**src/hdl/ttlt_pkg.sv**
```systemverilog
// Shared types, constants and level functions for the thermal throttle level tracker.
package ttlt_pkg;

   localparam int TEMP_W     = 16;
   localparam int TIME_W     = 64;
   localparam int LEVEL_W    = 3;
   localparam int BAND_W     = 12;
   localparam int COUNT_W    = 32;
   localparam int CSR_IDX_W  = 3;
   localparam int CSR_DATA_W = 16;
   localparam int LIMIT_W    = TEMP_W + 2;
   // quotient of a 64-bit span by one minute fits in 29 bits
   localparam int QUOT_W     = 29;

   // one minute is MINUTE_ODD << MIN_SHIFT ns; the span >> MIN_SHIFT is split
   // into a high and a low part, each multiplied by the reciprocal
   localparam int MIN_SHIFT  = 11;
   localparam int DIV_W      = 25;
   localparam int REM_W      = DIV_W + 1;
   localparam int RECIP_W    = 29;
   localparam int EHI_W      = 26;
   localparam int ELO_W      = 27;
   localparam int PHI_W      = EHI_W + RECIP_W;
   localparam int PLO_W      = ELO_W + RECIP_W;
   localparam int PQD_W      = QUOT_W + DIV_W;

   localparam logic [TIME_W-1:0]  MINUTE_NS    = 64'd60_000_000_000;
   localparam logic [DIV_W-1:0]   MINUTE_ODD   = 25'd29296875;
   // floor(2**53 / MINUTE_ODD); the quotient estimate is low by at most one
   localparam logic [RECIP_W-1:0] MINUTE_RECIP = 29'd307445734;

   localparam logic signed [TEMP_W-1:0] LIGHT_RST    = 16'sd1200;
   localparam logic signed [TEMP_W-1:0] MODERATE_RST = 16'sd1280;
   localparam logic signed [TEMP_W-1:0] HEAVY_RST    = 16'sd1360;
   localparam logic signed [TEMP_W-1:0] SHUTDOWN_RST = 16'sd1520;
   localparam logic [BAND_W-1:0]        BAND_RST     = 12'd48;
   localparam logic signed [TEMP_W-1:0] WARN_RST     = 16'sd1120;
   localparam logic signed [TEMP_W-1:0] CRIT_RST     = 16'sd1360;

   typedef enum logic [LEVEL_W-1:0] {
      LVL_NONE,
      LVL_LIGHT,
      LVL_MODERATE,
      LVL_HEAVY,
      LVL_SHUTDOWN
   } level_type;

   typedef enum logic [CSR_IDX_W-1:0] {
      CSR_LIGHT,
      CSR_MODERATE,
      CSR_HEAVY,
      CSR_SHUTDOWN,
      CSR_BAND,
      CSR_WARN,
      CSR_CRIT
   } csr_index_type;

   typedef enum logic [2:0] {
      ST_IDLE,
      ST_EVAL,
      ST_ACCUM,
      ST_EST,
      ST_REM,
      ST_FIX,
      ST_COUNT,
      ST_FINISH
   } state_type;

   typedef struct packed {
      logic load;
      logic eval;
      logic accum;
      logic est;
      logic rem;
      logic fix;
      logic count;
      logic finish;
   } dp_cmd_type;

   typedef struct packed {
      logic need_div;
   } dp_sts_type;

   // t < thr - band, at full precision
   function automatic logic below_band(input logic signed [TEMP_W-1:0] t,
                                       input logic signed [TEMP_W-1:0] thr,
                                       input logic [BAND_W-1:0] band);
      logic signed [LIMIT_W-1:0] te;
      logic signed [LIMIT_W-1:0] lim;
      begin
         te  = $signed({{2{t[TEMP_W-1]}}, t});
         lim = $signed({{2{thr[TEMP_W-1]}}, thr})
               - $signed({{(LIMIT_W-BAND_W){1'b0}}, band});
         below_band = (te < lim);
      end
   endfunction

   function automatic level_type next_level(input logic signed [TEMP_W-1:0] t,
                                            input level_type cur_in,
                                            input logic signed [TEMP_W-1:0] lt,
                                            input logic signed [TEMP_W-1:0] mt,
                                            input logic signed [TEMP_W-1:0] ht,
                                            input logic signed [TEMP_W-1:0] st,
                                            input logic [BAND_W-1:0] band);
      level_type cur;
      level_type nl;
      begin
         cur = cur_in;
         if (cur == LVL_SHUTDOWN && below_band(t, st, band)) cur = LVL_HEAVY;
         if (cur == LVL_HEAVY && below_band(t, ht, band)) cur = LVL_MODERATE;
         if (cur == LVL_MODERATE && below_band(t, mt, band)) cur = LVL_LIGHT;
         if (cur == LVL_LIGHT && below_band(t, lt, band)) cur = LVL_NONE;
         if (t >= st) nl = LVL_SHUTDOWN;
         else if (t >= ht && cur < LVL_HEAVY) nl = LVL_HEAVY;
         else if (t >= mt && cur < LVL_MODERATE) nl = LVL_MODERATE;
         else if (t >= lt && cur < LVL_LIGHT) nl = LVL_LIGHT;
         else nl = cur;
         next_level = nl;
      end
   endfunction

endpackage

```
**src/hdl/ttlt_req_if.sv**
```systemverilog
// Request channel: one temperature sample with its timestamp.
interface ttlt_req_if;
   import ttlt_pkg::*;

   logic                     valid;
   logic                     ready;
   logic signed [TEMP_W-1:0] temperature;
   logic [TIME_W-1:0]        sample_time;

   modport source (output valid, output temperature, output sample_time, input ready);
   modport sink (input valid, input temperature, input sample_time, output ready);
endinterface

```
**src/hdl/ttlt_rsp_if.sv**
```systemverilog
// Response channel: throttle level and accumulated counters.
interface ttlt_rsp_if;
   import ttlt_pkg::*;

   logic               valid;
   logic               ready;
   logic [LEVEL_W-1:0] throttle_level;
   logic               is_shutdown;
   logic               level_changed;
   logic [TIME_W-1:0]  throttled_time_total;
   logic [COUNT_W-1:0] warn_minute_count;
   logic [COUNT_W-1:0] crit_minute_count;

   modport source (output valid, output throttle_level, output is_shutdown,
                   output level_changed, output throttled_time_total,
                   output warn_minute_count, output crit_minute_count, input ready);
   modport sink (input valid, input throttle_level, input is_shutdown,
                 input level_changed, input throttled_time_total,
                 input warn_minute_count, input crit_minute_count, output ready);
endinterface

```
**src/hdl/ttlt_dp.sv**
```systemverilog
// Datapath: config registers, tracker state, minute divider and response registers.
module ttlt_dp (
   input  logic                               clock,
   input  logic                               reset,
   input  ttlt_pkg::dp_cmd_type               cmd,
   output ttlt_pkg::dp_sts_type               sts,
   input  logic signed [ttlt_pkg::TEMP_W-1:0] req_temperature,
   input  logic [ttlt_pkg::TIME_W-1:0]        req_sample_time,
   input  logic                               csr_wr_en,
   input  logic [ttlt_pkg::CSR_IDX_W-1:0]     csr_index,
   input  logic [ttlt_pkg::CSR_DATA_W-1:0]    csr_wdata,
   output logic [ttlt_pkg::LEVEL_W-1:0]       rsp_throttle_level,
   output logic                               rsp_is_shutdown,
   output logic                               rsp_level_changed,
   output logic [ttlt_pkg::TIME_W-1:0]        rsp_throttled_time_total,
   output logic [ttlt_pkg::COUNT_W-1:0]       rsp_warn_minute_count,
   output logic [ttlt_pkg::COUNT_W-1:0]       rsp_crit_minute_count
);
   import ttlt_pkg::*;

   logic signed [TEMP_W-1:0] light_ff, moderate_ff, heavy_ff, shutdown_ff;
   logic signed [TEMP_W-1:0] warn_lim_ff, crit_lim_ff;
   logic [BAND_W-1:0]        band_ff;

   logic signed [TEMP_W-1:0] temp_ff;
   logic [TIME_W-1:0]        now_ff;
   level_type                level_ff;
   logic [TIME_W-1:0]        entry_ff;
   logic [TIME_W-1:0]        mark_ff;
   logic [TIME_W-1:0]        total_ff;
   logic [COUNT_W-1:0]       warn_ff;
   logic [COUNT_W-1:0]       crit_ff;

   logic                     changed_ff;
   logic                     add_ok_ff;
   logic [TIME_W-1:0]        span_ff;
   logic [TIME_W-1:0]        elapsed_ff;
   logic                     started_ff;
   logic                     mark_zero_ff;
   logic                     warn_hit_ff;
   logic                     crit_hit_ff;
   logic [PHI_W-1:0]         prod_hi_ff;
   logic [PLO_W-1:0]         prod_lo_ff;
   logic [QUOT_W-1:0]        qest_ff;
   logic [REM_W-1:0]         rem_ff;
   logic [QUOT_W-1:0]        quot_ff;

   level_type                nl_in;
   logic [EHI_W+ELO_W-1:0]   span_min_in;
   logic [PHI_W:0]           est_in;
   logic [PQD_W-1:0]         qd_in;
   logic [PQD_W-1:0]         rem_full_in;
   logic                     rem_over_in;
   logic [REM_W-1:0]         rem_fix_in;
   logic [TIME_W-1:0]        rest_in;

   assign nl_in   = next_level(temp_ff, level_ff, light_ff, moderate_ff, heavy_ff,
                               shutdown_ff, band_ff);

   // elapsed / minute = (elapsed >> 11) / MINUTE_ODD, by reciprocal plus one correction
   assign span_min_in = elapsed_ff[TIME_W-1:MIN_SHIFT];
   assign est_in      = {1'b0, prod_hi_ff} + (PHI_W+1)'(prod_lo_ff[PLO_W-1:ELO_W]);
   assign qd_in       = PQD_W'(qest_ff) * PQD_W'(MINUTE_ODD);
   assign rem_full_in = PQD_W'(span_min_in) - qd_in;
   assign rem_over_in = (rem_ff >= REM_W'(MINUTE_ODD));
   assign rem_fix_in  = rem_over_in ? rem_ff - REM_W'(MINUTE_ODD) : rem_ff;
   // time past the last whole minute
   assign rest_in     = TIME_W'({rem_fix_in, elapsed_ff[MIN_SHIFT-1:0]});

   assign sts.need_div = started_ff && (elapsed_ff >= MINUTE_NS);

   always_ff @(posedge clock) begin
      if (reset) begin
         light_ff    <= LIGHT_RST;
         moderate_ff <= MODERATE_RST;
         heavy_ff    <= HEAVY_RST;
         shutdown_ff <= SHUTDOWN_RST;
         band_ff     <= BAND_RST;
         warn_lim_ff <= WARN_RST;
         crit_lim_ff <= CRIT_RST;
      end else if (csr_wr_en) begin
         case (csr_index)
            CSR_LIGHT:    light_ff    <= $signed(csr_wdata[TEMP_W-1:0]);
            CSR_MODERATE: moderate_ff <= $signed(csr_wdata[TEMP_W-1:0]);
            CSR_HEAVY:    heavy_ff    <= $signed(csr_wdata[TEMP_W-1:0]);
            CSR_SHUTDOWN: shutdown_ff <= $signed(csr_wdata[TEMP_W-1:0]);
            CSR_BAND:     band_ff     <= csr_wdata[BAND_W-1:0];
            CSR_WARN:     warn_lim_ff <= $signed(csr_wdata[TEMP_W-1:0]);
            CSR_CRIT:     crit_lim_ff <= $signed(csr_wdata[TEMP_W-1:0]);
            default: ;
         endcase
      end
   end

   always_ff @(posedge clock) begin
      if (reset) begin
         level_ff <= LVL_NONE;
         entry_ff <= '0;
         mark_ff  <= '0;
         total_ff <= '0;
         warn_ff  <= '0;
         crit_ff  <= '0;
      end else begin
         if (cmd.eval && nl_in != level_ff) begin
            level_ff <= nl_in;
            entry_ff <= now_ff;
         end
         if (cmd.accum) begin
            if (add_ok_ff) total_ff <= total_ff + span_ff;
            if (mark_zero_ff) mark_ff <= now_ff;
         end
         if (cmd.fix) mark_ff <= now_ff - rest_in;
         if (cmd.count) begin
            if (warn_hit_ff) warn_ff <= warn_ff + COUNT_W'(quot_ff);
            if (crit_hit_ff) crit_ff <= crit_ff + COUNT_W'(quot_ff);
         end
      end
   end

   // per-request working registers
   always_ff @(posedge clock) begin
      if (cmd.load) begin
         temp_ff <= req_temperature;
         now_ff  <= req_sample_time;
      end
      if (cmd.eval) begin
         changed_ff   <= (nl_in != level_ff);
         add_ok_ff    <= (nl_in != level_ff) && (level_ff != LVL_NONE) && (now_ff > entry_ff);
         span_ff      <= now_ff - entry_ff;
         elapsed_ff   <= now_ff - mark_ff;
         mark_zero_ff <= (mark_ff == '0);
         started_ff   <= (mark_ff != '0) && (now_ff >= mark_ff);
         warn_hit_ff  <= (temp_ff >= warn_lim_ff);
         crit_hit_ff  <= (temp_ff >= crit_lim_ff);
      end
      if (cmd.accum) begin
         quot_ff    <= '0;
         prod_hi_ff <= PHI_W'(span_min_in[EHI_W+ELO_W-1:ELO_W]) * PHI_W'(MINUTE_RECIP);
         prod_lo_ff <= PLO_W'(span_min_in[ELO_W-1:0]) * PLO_W'(MINUTE_RECIP);
      end
      if (cmd.est) qest_ff <= est_in[EHI_W+QUOT_W-1:EHI_W];
      if (cmd.rem) rem_ff <= rem_full_in[REM_W-1:0];
      if (cmd.fix) quot_ff <= rem_over_in ? qest_ff + QUOT_W'(1) : qest_ff;
   end

   always_ff @(posedge clock) begin
      if (cmd.finish) begin
         rsp_throttle_level       <= level_ff;
         rsp_is_shutdown          <= (level_ff == LVL_SHUTDOWN);
         rsp_level_changed        <= changed_ff;
         rsp_throttled_time_total <= total_ff;
         rsp_warn_minute_count    <= warn_ff;
         rsp_crit_minute_count    <= crit_ff;
      end
   end

endmodule

```
**src/hdl/ttlt_ctrl.sv**
```systemverilog
// Controller: sequences one request through evaluate, accumulate, divide, count and finish.
module ttlt_ctrl (
   input  logic                 clock,
   input  logic                 reset,
   input  logic                 req_valid,
   output logic                 req_ready,
   output logic                 rsp_valid,
   input  logic                 rsp_ready,
   output ttlt_pkg::dp_cmd_type cmd,
   input  ttlt_pkg::dp_sts_type sts
);
   import ttlt_pkg::*;

   state_type state_ff, state_in;
   logic      rsp_valid_ff, rsp_valid_in;

   always_ff @(posedge clock) begin
      if (reset) begin
         state_ff     <= ST_IDLE;
         rsp_valid_ff <= 1'b0;
      end else begin
         state_ff     <= state_in;
         rsp_valid_ff <= rsp_valid_in;
      end
   end

   always_comb begin
      state_in     = state_ff;
      rsp_valid_in = rsp_valid_ff && !rsp_ready;
      cmd          = '0;
      req_ready    = 1'b0;
      case (state_ff)
         ST_IDLE: begin
            req_ready = 1'b1;
            if (req_valid) begin
               cmd.load = 1'b1;
               state_in = ST_EVAL;
            end
         end
         ST_EVAL: begin
            cmd.eval = 1'b1;
            state_in = ST_ACCUM;
         end
         ST_ACCUM: begin
            cmd.accum = 1'b1;
            state_in  = sts.need_div ? ST_EST : ST_COUNT;
         end
         ST_EST: begin
            cmd.est  = 1'b1;
            state_in = ST_REM;
         end
         ST_REM: begin
            cmd.rem  = 1'b1;
            state_in = ST_FIX;
         end
         ST_FIX: begin
            cmd.fix  = 1'b1;
            state_in = ST_COUNT;
         end
         ST_COUNT: begin
            cmd.count = 1'b1;
            state_in  = ST_FINISH;
         end
         ST_FINISH: begin
            if (!rsp_valid_ff || rsp_ready) begin
               cmd.finish   = 1'b1;
               rsp_valid_in = 1'b1;
               state_in     = ST_IDLE;
            end
         end
         default: state_in = ST_IDLE;
      endcase
   end

   assign rsp_valid = rsp_valid_ff;

   a_finish_slot_free: assert property (@(posedge clock) disable iff (reset)
      cmd.finish |-> (!rsp_valid_ff || rsp_ready))
      else $error("response overwritten while pending");
   a_finish_shows: assert property (@(posedge clock) disable iff (reset)
      cmd.finish |=> (rsp_valid_ff && state_ff == ST_IDLE))
      else $error("finished request not presented");
   a_accept_eval: assert property (@(posedge clock) disable iff (reset)
      (req_valid && req_ready) |=> (state_ff == ST_EVAL && !cmd.load))
      else $error("accepted request not evaluated");
   a_fix_count: assert property (@(posedge clock) disable iff (reset)
      (state_ff == ST_FIX) |=> (state_ff == ST_COUNT))
      else $error("divider did not hand over to count");

endmodule

```
**src/hdl/thermal_throttle_level_tracker.sv**
```systemverilog
// Top level of the thermal throttle level tracker.
// Each request carries a signed temperature (1/16 degree C) and a nanosecond
// timestamp; each yields exactly one response with the new throttle level
// (0 none .. 4 shutdown, with hysteresis on the way down), a level-change flag,
// the running throttled-time total and the warn and critical minute counters.
// An accepted request passes the evaluate, accumulate, count and finish states
// (finish registers the response) if no whole minute has passed since the minute
// mark; else the estimate, remainder and fix states come before count, as the
// elapsed minutes come from a reciprocal multiplication by one minute with one
// correction step. A new request is taken the cycle after the response is
// registered, consumed or not; a waiting response holds the next request in its
// final cycle until the older one is taken. Configuration registers are written
// through the csr_ port only while idle, which the user, not the block, ensures.
module thermal_throttle_level_tracker (
   input  logic                            clock,
   input  logic                            reset,
   ttlt_req_if.sink                        req_if,
   ttlt_rsp_if.source                      rsp_if,
   input  logic                            csr_wr_en,
   input  logic [ttlt_pkg::CSR_IDX_W-1:0]  csr_index,
   input  logic [ttlt_pkg::CSR_DATA_W-1:0] csr_wdata
);
   import ttlt_pkg::*;

   dp_cmd_type cmd;
   dp_sts_type sts;

   ttlt_ctrl u_ctrl (
      .clock     (clock),
      .reset     (reset),
      .req_valid (req_if.valid),
      .req_ready (req_if.ready),
      .rsp_valid (rsp_if.valid),
      .rsp_ready (rsp_if.ready),
      .cmd       (cmd),
      .sts       (sts)
   );

   ttlt_dp u_dp (
      .clock                    (clock),
      .reset                    (reset),
      .cmd                      (cmd),
      .sts                      (sts),
      .req_temperature          (req_if.temperature),
      .req_sample_time          (req_if.sample_time),
      .csr_wr_en                (csr_wr_en),
      .csr_index                (csr_index),
      .csr_wdata                (csr_wdata),
      .rsp_throttle_level       (rsp_if.throttle_level),
      .rsp_is_shutdown          (rsp_if.is_shutdown),
      .rsp_level_changed        (rsp_if.level_changed),
      .rsp_throttled_time_total (rsp_if.throttled_time_total),
      .rsp_warn_minute_count    (rsp_if.warn_minute_count),
      .rsp_crit_minute_count    (rsp_if.crit_minute_count)
   );

endmodule
```
**src/flat_wrapper.sv**
```systemverilog
// flat-port wrapper written by rule: the top's interface ports become plain ports
module thermal_throttle_level_tracker_flat import ttlt_pkg::*;
  (clock, reset, csr_wr_en, csr_index, csr_wdata, req_if_valid, req_if_temperature, req_if_sample_time, req_if_ready, rsp_if_valid, rsp_if_throttle_level, rsp_if_is_shutdown, rsp_if_level_changed, rsp_if_throttled_time_total, rsp_if_warn_minute_count, rsp_if_crit_minute_count, rsp_if_ready);
  ttlt_req_if req_if_i ();
  ttlt_rsp_if rsp_if_i ();
  input  logic clock;
  input  logic reset;
  input  logic csr_wr_en;
  input  logic [ttlt_pkg::CSR_IDX_W-1:0] csr_index;
  input  logic [ttlt_pkg::CSR_DATA_W-1:0] csr_wdata;
  input wire logic [$bits(req_if_i.valid)-1:0] req_if_valid;
  input wire logic [$bits(req_if_i.temperature)-1:0] req_if_temperature;
  input wire logic [$bits(req_if_i.sample_time)-1:0] req_if_sample_time;
  output wire logic [$bits(req_if_i.ready)-1:0] req_if_ready;
  output wire logic [$bits(rsp_if_i.valid)-1:0] rsp_if_valid;
  output wire logic [$bits(rsp_if_i.throttle_level)-1:0] rsp_if_throttle_level;
  output wire logic [$bits(rsp_if_i.is_shutdown)-1:0] rsp_if_is_shutdown;
  output wire logic [$bits(rsp_if_i.level_changed)-1:0] rsp_if_level_changed;
  output wire logic [$bits(rsp_if_i.throttled_time_total)-1:0] rsp_if_throttled_time_total;
  output wire logic [$bits(rsp_if_i.warn_minute_count)-1:0] rsp_if_warn_minute_count;
  output wire logic [$bits(rsp_if_i.crit_minute_count)-1:0] rsp_if_crit_minute_count;
  input wire logic [$bits(rsp_if_i.ready)-1:0] rsp_if_ready;
  assign req_if_i.valid = req_if_valid;
  assign req_if_i.temperature = req_if_temperature;
  assign req_if_i.sample_time = req_if_sample_time;
  assign req_if_ready = req_if_i.ready;
  assign rsp_if_valid = rsp_if_i.valid;
  assign rsp_if_throttle_level = rsp_if_i.throttle_level;
  assign rsp_if_is_shutdown = rsp_if_i.is_shutdown;
  assign rsp_if_level_changed = rsp_if_i.level_changed;
  assign rsp_if_throttled_time_total = rsp_if_i.throttled_time_total;
  assign rsp_if_warn_minute_count = rsp_if_i.warn_minute_count;
  assign rsp_if_crit_minute_count = rsp_if_i.crit_minute_count;
  assign rsp_if_i.ready = rsp_if_ready;
  thermal_throttle_level_tracker u_core (.clock(clock), .reset(reset), .req_if(req_if_i), .rsp_if(rsp_if_i), .csr_wr_en(csr_wr_en), .csr_index(csr_index), .csr_wdata(csr_wdata));
endmodule
```
**config.mk**
```make
export PLATFORM = sky130hd
export DESIGN_NAME = thermal_throttle_level_tracker_flat
export DESIGN_NICKNAME = d
export VERILOG_FILES = /design/src/hdl/ttlt_pkg.sv /design/src/hdl/ttlt_req_if.sv /design/src/hdl/ttlt_rsp_if.sv /design/src/hdl/ttlt_dp.sv /design/src/hdl/ttlt_ctrl.sv /design/src/hdl/thermal_throttle_level_tracker.sv /design/src/flat_wrapper.sv
export SDC_FILE = /design/constraint.sdc
export NUM_CORES = 2
export LEC_CHECK = 0
export BUFFER_PORTS_ARGS = -buffer_cell sky130_fd_sc_hd__buf_4
export CELL_PAD_IN_SITES_DETAIL_PLACEMENT = 0
export CELL_PAD_IN_SITES_GLOBAL_PLACEMENT = 1
export CORE_UTILIZATION = 46
export CTS_BUF_LIST = sky130_fd_sc_hd__clkbuf_8
export CTS_CLUSTER_DIAMETER = 80
export DETAILED_ROUTE_END_ITERATION = 10
export PLACE_DENSITY_LB_ADDON = 0.15
export SETUP_SLACK_MARGIN = 0.3
export SLEW_MARGIN = 15
export SYNTH_ARGS = -nofsm -noshare
export SYNTH_HDL_FRONTEND = slang
export SYNTH_HIERARCHICAL = 1
export SYNTH_SLANG_ARGS = --single-unit
```
**constraint.sdc**
```tcl
create_clock -name clock -period 24.3 [get_ports clock]
set_clock_uncertainty 0.15 [all_clocks]
set_input_delay 3.645 -clock clock [delete_from_list [all_inputs] [get_ports clock]]
set_output_delay 3.645 -clock clock [all_outputs]
set_load 0.02 [all_outputs]
```
## Yosys cells after proc, flatten, opt, wreduce, memory -nomap -nowiden

Index checks and enable logic that the tools add are counted.

- Logic and storage cells: 157
- Bits in registers: 911
- Input bits: 104

- Reductions and logical operators: 35
- $mul: 3
- Add/sub/neg operators: 14
- Eq/ne operators: 20
- $lt $le $gt $ge: 17
- Mux-type cells: 32

Operators by type and width:

| operator | count |
|---|---|
| $mux W64 | 3 |
| $sub A64 B64 Y64 | 2 |
| $ge A16 B16 Y1 | 6 |
| $mux W29 | 3 |
| $lt A16 B17 Y1 | 4 |
| $sub A16 B13 Y17 | 4 |
| $add A32 B29 Y32 | 2 |
| $add A64 B64 Y64 | 1 |
| $ge A64 B36 Y1 const B | 1 |
| $ge A64 B64 Y1 | 1 |
| $gt A64 B64 Y1 | 1 |
| $logic_not A64 Y1 | 1 |
| $reduce_bool A64 Y1 | 1 |
| $sub A64 B37 Y64 | 1 |
| $add A55 B29 Y55 | 1 |
| $mul A27 B28 Y55 const B | 1 |
| $mul A26 B28 Y54 const B | 1 |
| $mux W3 | 11 |
| $add A29 B1 Y29 const B | 1 |
| $mul A29 B25 Y26 const B | 1 |
| $ge A26 B25 Y1 const B | 1 |
| $mux W26 | 1 |
| $sub A26 B25 Y26 const B | 1 |
| $sub A26 B26 Y26 | 1 |
| 16 further kinds | 70 |

## Logic depth before layout (Yosys ltp)

- Word-level depth: 22
- Gate-level depth with buffers: 31
- Mapped depth without buffers: 29

## Modules after synthesis

The synthesis kept the hierarchy.

Modules (own cells, without submodules):

| module | times used | cells each | area each (um2) | seq. area each (um2) |
|---|---|---|---|---|
| ttlt_dp | 1 | 8635 | 83844.2 | 22751.8 |
| ttlt_ctrl | 1 | 40 | 356.6 | 80.1 |

## Worst setup path before layout

Ideal clock, no wire load.

- Path type: in2reg
- Start point: input port rsp_if_ready
- End point: register u_core/u_dp/rsp_crit_minute_count[0] in the netlist's numbering, enable pin
- Cell stages on the path: 2
- Data arrival time: 9211 ps
- Data required time: 23523 ps
- Setup time: 627 ps
- Setup slack: 14312 ps
- Cells stage by stage: nor2b_1 > nor2_1

RTL lines:

| what | line | RTL |
|---|---|---|
| from (decl) | flat_wrapper.sv:22 | `input wire logic [$bits(rsp_if_i.ready)-1:0] rsp_if_ready;` |
| to (signal assigned) | ttlt_dp.sv:153 | `rsp_crit_minute_count <= crit_ff;` |
| to (decl) | ttlt_dp.sv:17 | `output logic [ttlt_pkg::COUNT_W-1:0] rsp_crit_minute_count` |

## Worst setup path in the final report

- Start point: register u_core.u_dp.elapsed_ff[49]
- End point: register u_core.u_dp.prod_hi_ff[54] (data pin)

- Cells in the longest elaborated chain, start to end: 1

Ends and longest elaborated chain:

| what | line | RTL |
|---|---|---|
| from (decl) | ttlt_dp.sv:37 | `logic [TIME_W-1:0] elapsed_ff;` |
| from (signal assigned) | ttlt_dp.sv:130 | `elapsed_ff <= now_ff - mark_ff;` |
| $mul A26 B28 Y54 | ttlt_dp.sv:138 | `prod_hi_ff <= PHI_W'(span_min_in[EHI_W+ELO_W-1:ELO_W]) * PHI_W'(MINUTE_RECIP);` |
| to (signal assigned) | ttlt_dp.sv:138 |  |
| to (decl) | ttlt_dp.sv:42 | `logic [PHI_W-1:0] prod_hi_ff;` |

Every way passes these cells.
A chain may end at the register's enable or synchronous reset.

==> metrics <==
CP required ~25 ns; flop-to-flop setup slack between 15 and 20 ns; TritonCTS buffer count between 150 and 200; met3 usage slightly below 4%; mux share of post-synthesis cell area less than 1%; Syn Area/Cell slightly below 10 sq um; sequential area share after synthesis a little over a quarter; DP HPWL around 200 mm; RSZ-0062 raised after global routing no; row cnt around 160; WHS Path Cells 0; largest family of logic cells by synthesized area adder cells; Vias/cell ~5.4; Die Wd 430 um; CTS Buffer Depth 3; TNS Setup 0 ns; Post-Syn Area ~84000 sq um; first-pass GRT wire length roughly 370 mm; ys flop type edfxtp_1; Die Y roughly 430 um; DRT iter0 DRCs about 3800; Ys Warns 6; CTS tree yes; post-synthesis compound-gate area fraction between 10% and 20%; max-cap violations 0; Placer Congestion just under 1; clock-pin slew on the worst setup and hold paths about 0.06 ns; endpoint type of the worst setup path flop; number of global-route vias before repair approximately 63000; final hold vios 0; Routed WL per cell about 21 um; EDFF count, synth roughly 510; xor/xnor share of the synthesized area ~5.3%; DRT Pass-1 Iters 5; GR Util met2 between 40% and 50%; Reg2Reg Depth 22; setup violators final 0; PortBufs 238; H-tree depth 4; CP arrival between 8 and 9 ns; Root Driver clkbuf_8; RR Endpoint u_core/u_dp/prod_hi_ff[54]; Final period util roughly 34%; Adder-Cell Fraction of Synth Area approximately 35%; library cells used by synthesis slightly above 90; Yosys reg bits ~880; starting density of the core 46.4%; Hold Path Sink u_core/u_dp/rsp_warn_minute_count[31]; share of cells above drive strength 1 between 6 and 7%; largest net degree at the start of global routing 182; Max FO, Critical Path 9; die area approximately 180000 sq um; Synth Instances approximately 8700; hold path start u_core/u_dp/warn_ff[31]; Post-Synth Simple-Gate Area about a tenth; syn_nets between 10000 and 15000; Core Area 181000 sq um; clock sink count roughly 880; Max Slew Vio Count 0; DR DRC count 0; RR Startpoint u_core/u_dp/elapsed_ff[49]; final WL 239 mm; Ports 239; Hold Buf Count CTS 0; Skew-Pair Late Insertion Delay about 0.94 ns; Post-layout nets between 10000 and 15000; Final min period 8.23 ns; Antenna Nets Post-Route 0; ys async rst share 0%; worst min path class reg2reg; M1 GR Usage between 30 and 40%; Total GRT Usage between 20% and 30%; PostCTS Resize Cnt 0; CP startpoint kind flop; slew margin rel. 16.6%; area grow syn2layout 9.29%; Overflow after GRT 0; post-CTS setup buffer count 0; busiest layer in global routing met2; initial antenna violation count 10; worst slew pin tran 1.23 ns; Vias slightly above 60000; outcome finished, final reports clean; Max Freq about 0.12 GHz; WS Path Type reg2reg
per-layer routing:
metal	wire (um)	share of wire, %
met4	6960	2.9
met1	107000	45
met2	114000	48
met3	11600	4.8
met5	0	0
synth_stat cells (87+ instances only):
| library cell | n | area (sq um) |
|---|---|---|
| inv_1 | 1431 | 5370 |
| ha_1 | 1264 | 15800 |
| fa_1 | 700 | 14000 |
| nand2_1 | 657 | 2470 |
| a21oi_1 | 632 | 3160 |
| edfxtp_1 | 513 | 15400 |
| nor2_1 | 389 | 1460 |
| dfxtp_1 | 371 | 7430 |
| xnor2_1 | 342 | 3000 |
| o21ai_0 | 275 | 1380 |
| a21o_1 | 234 | 1760 |
| xor2_1 | 167 | 1460 |
| clkbuf_1 | 160 | 601 |
| a211oi_1 | 155 | 1160 |
| nand3_1 | 145 | 726 |
| nand2b_1 | 96 | 601 |
| nor3_1 | 95 | 475 |
| nor2b_1 | 90 | 563 |
| nand4_1 | 87 | 544 |
stage by stage:
step                      instances  setup slack (ns)  util [%]  hold WS (ns)  cell area [sq um]
after floorplan                8675             14.31         -         0.250              84200
after global placement        11100             16.25      48.8         0.281              88600
after detailed placement      11100             16.14      48.8         0.287              88600
after CTS                     11400             16.12      50.7         0.302              92000
after global routing          11500             15.57      50.7         0.315              92000
final                         11500             16.07      50.7         0.299              92000
cells by family (layout without fill, tap and decap cells):
kind of cell | after synthesis | in the layout
adder cells (fa/ha/maj) | 1964 | 1964
flip-flops | 884 | 884
other | 0 | 5
AND/OR/NAND/NOR | 1868 | 1868
multiplexers | 78 | 78
AO/OA/AOI/OAI | 1762 | 1762
buffers and inverters | 1610 | 2012
XOR/XNOR | 509 | 509
worst max path at each step:
stage,from,endpoint,slack [ns],cells past startpoint
after CTS,u_core/u_dp/elapsed_ff[15],u_core/u_dp/prod_lo_ff[53],16.12,25
after global routing,u_core/u_dp/band_ff[0],u_core/u_dp/entry_ff[58],15.57,29
after detailed placement,u_core/u_dp/elapsed_ff[48],u_core/u_dp/prod_hi_ff[54],16.14,24
after floorplan,rsp_if_ready,u_core/u_dp/rsp_crit_minute_count[0],14.31,2
after global placement,u_core/u_dp/elapsed_ff[49],u_core/u_dp/prod_hi_ff[54],16.25,22
final,u_core/u_dp/elapsed_ff[49],u_core/u_dp/prod_hi_ff[54],16.07,22
final cells by class:
class	instances	area (sq um)
repair buffers	279	2130
inverters	1432	5380
fillers	16800	89300
well taps	2370	2970
clock buffers	189	2600
flip-flops and latches	884	22800
diodes	5	12.5
multi-input cells	6181	55300
clock inverters	112	845
critical path, cell delays in order (launching register included):
cell      delay [ns]
edfxtp_1        0.73
fa_1            0.62
fa_1            0.66
inv_1           0.08
fa_1            0.49
fa_1            0.54
inv_1           0.05
fa_1            0.47
inv_1           0.05
fa_1            0.47
inv_1           0.05
fa_1            0.44
ha_1            0.37
nand3_1         0.12
nor2_1          0.19
nor4bb_1        0.73
o221ai_1        0.36
a311oi_1        0.40
o31ai_1         0.19
o21ai_0         0.35
a211oi_1        0.14
o21ai_0         0.22
xnor2_1         0.09
state kept, by name (all words and copies together), names as in the netlist, 26 cells and up:
| name | cells |
|---|---|
| u_core/u_dp/crit_ff | 32 |
| u_core/u_dp/prod_hi_ff | 54 |
| u_core/u_dp/warn_ff | 32 |
| u_core/u_dp/elapsed_ff | 64 |
| u_core/u_dp/quot_ff | 29 |
| u_core/u_dp/mark_ff | 64 |
| u_core/u_dp/rsp_crit_minute_count | 32 |
| u_core/u_dp/rem_ff | 26 |
| u_core/u_dp/qest_ff | 29 |
| u_core/u_dp/span_ff | 64 |
| u_core/u_dp/entry_ff | 64 |
| u_core/u_dp/total_ff | 64 |
| u_core/u_dp/now_ff | 64 |
| u_core/u_dp/rsp_throttled_time_total | 64 |
| u_core/u_dp/rsp_warn_minute_count | 32 |
| u_core/u_dp/prod_lo_ff | 28 |
layout by cell type, fill, tap and decap left out, types with 45 or more instances in the layout:
cell type	netlist	routed
nor3_1	95	94
xnor2_1	342	342
edfxtp_1	513	513
dfxtp_1	371	371
inv_1	1431	1475
a211oi_1	155	155
mux2i_1	77	77
ha_1	1264	1264
and2_1	53	51
buf_4	2	276
xor2_1	167	167
a31oi_1	45	45
nand2b_1	96	96
nor2b_1	90	87
a21oi_1	632	631
o21a_1	73	73
nor2_1	389	385
o21ai_0	275	275
fa_1	700	700
clkbuf_8	0	189
and3_1	74	74
o21bai_1	60	60
nand4_1	87	87
nand2_1	657	656
nand3_1	145	145
a21o_1	234	234
Power is left out: the tool's default activity adds up to more than one toggle a clock period on the data nets, which glitch-free logic cannot reach.
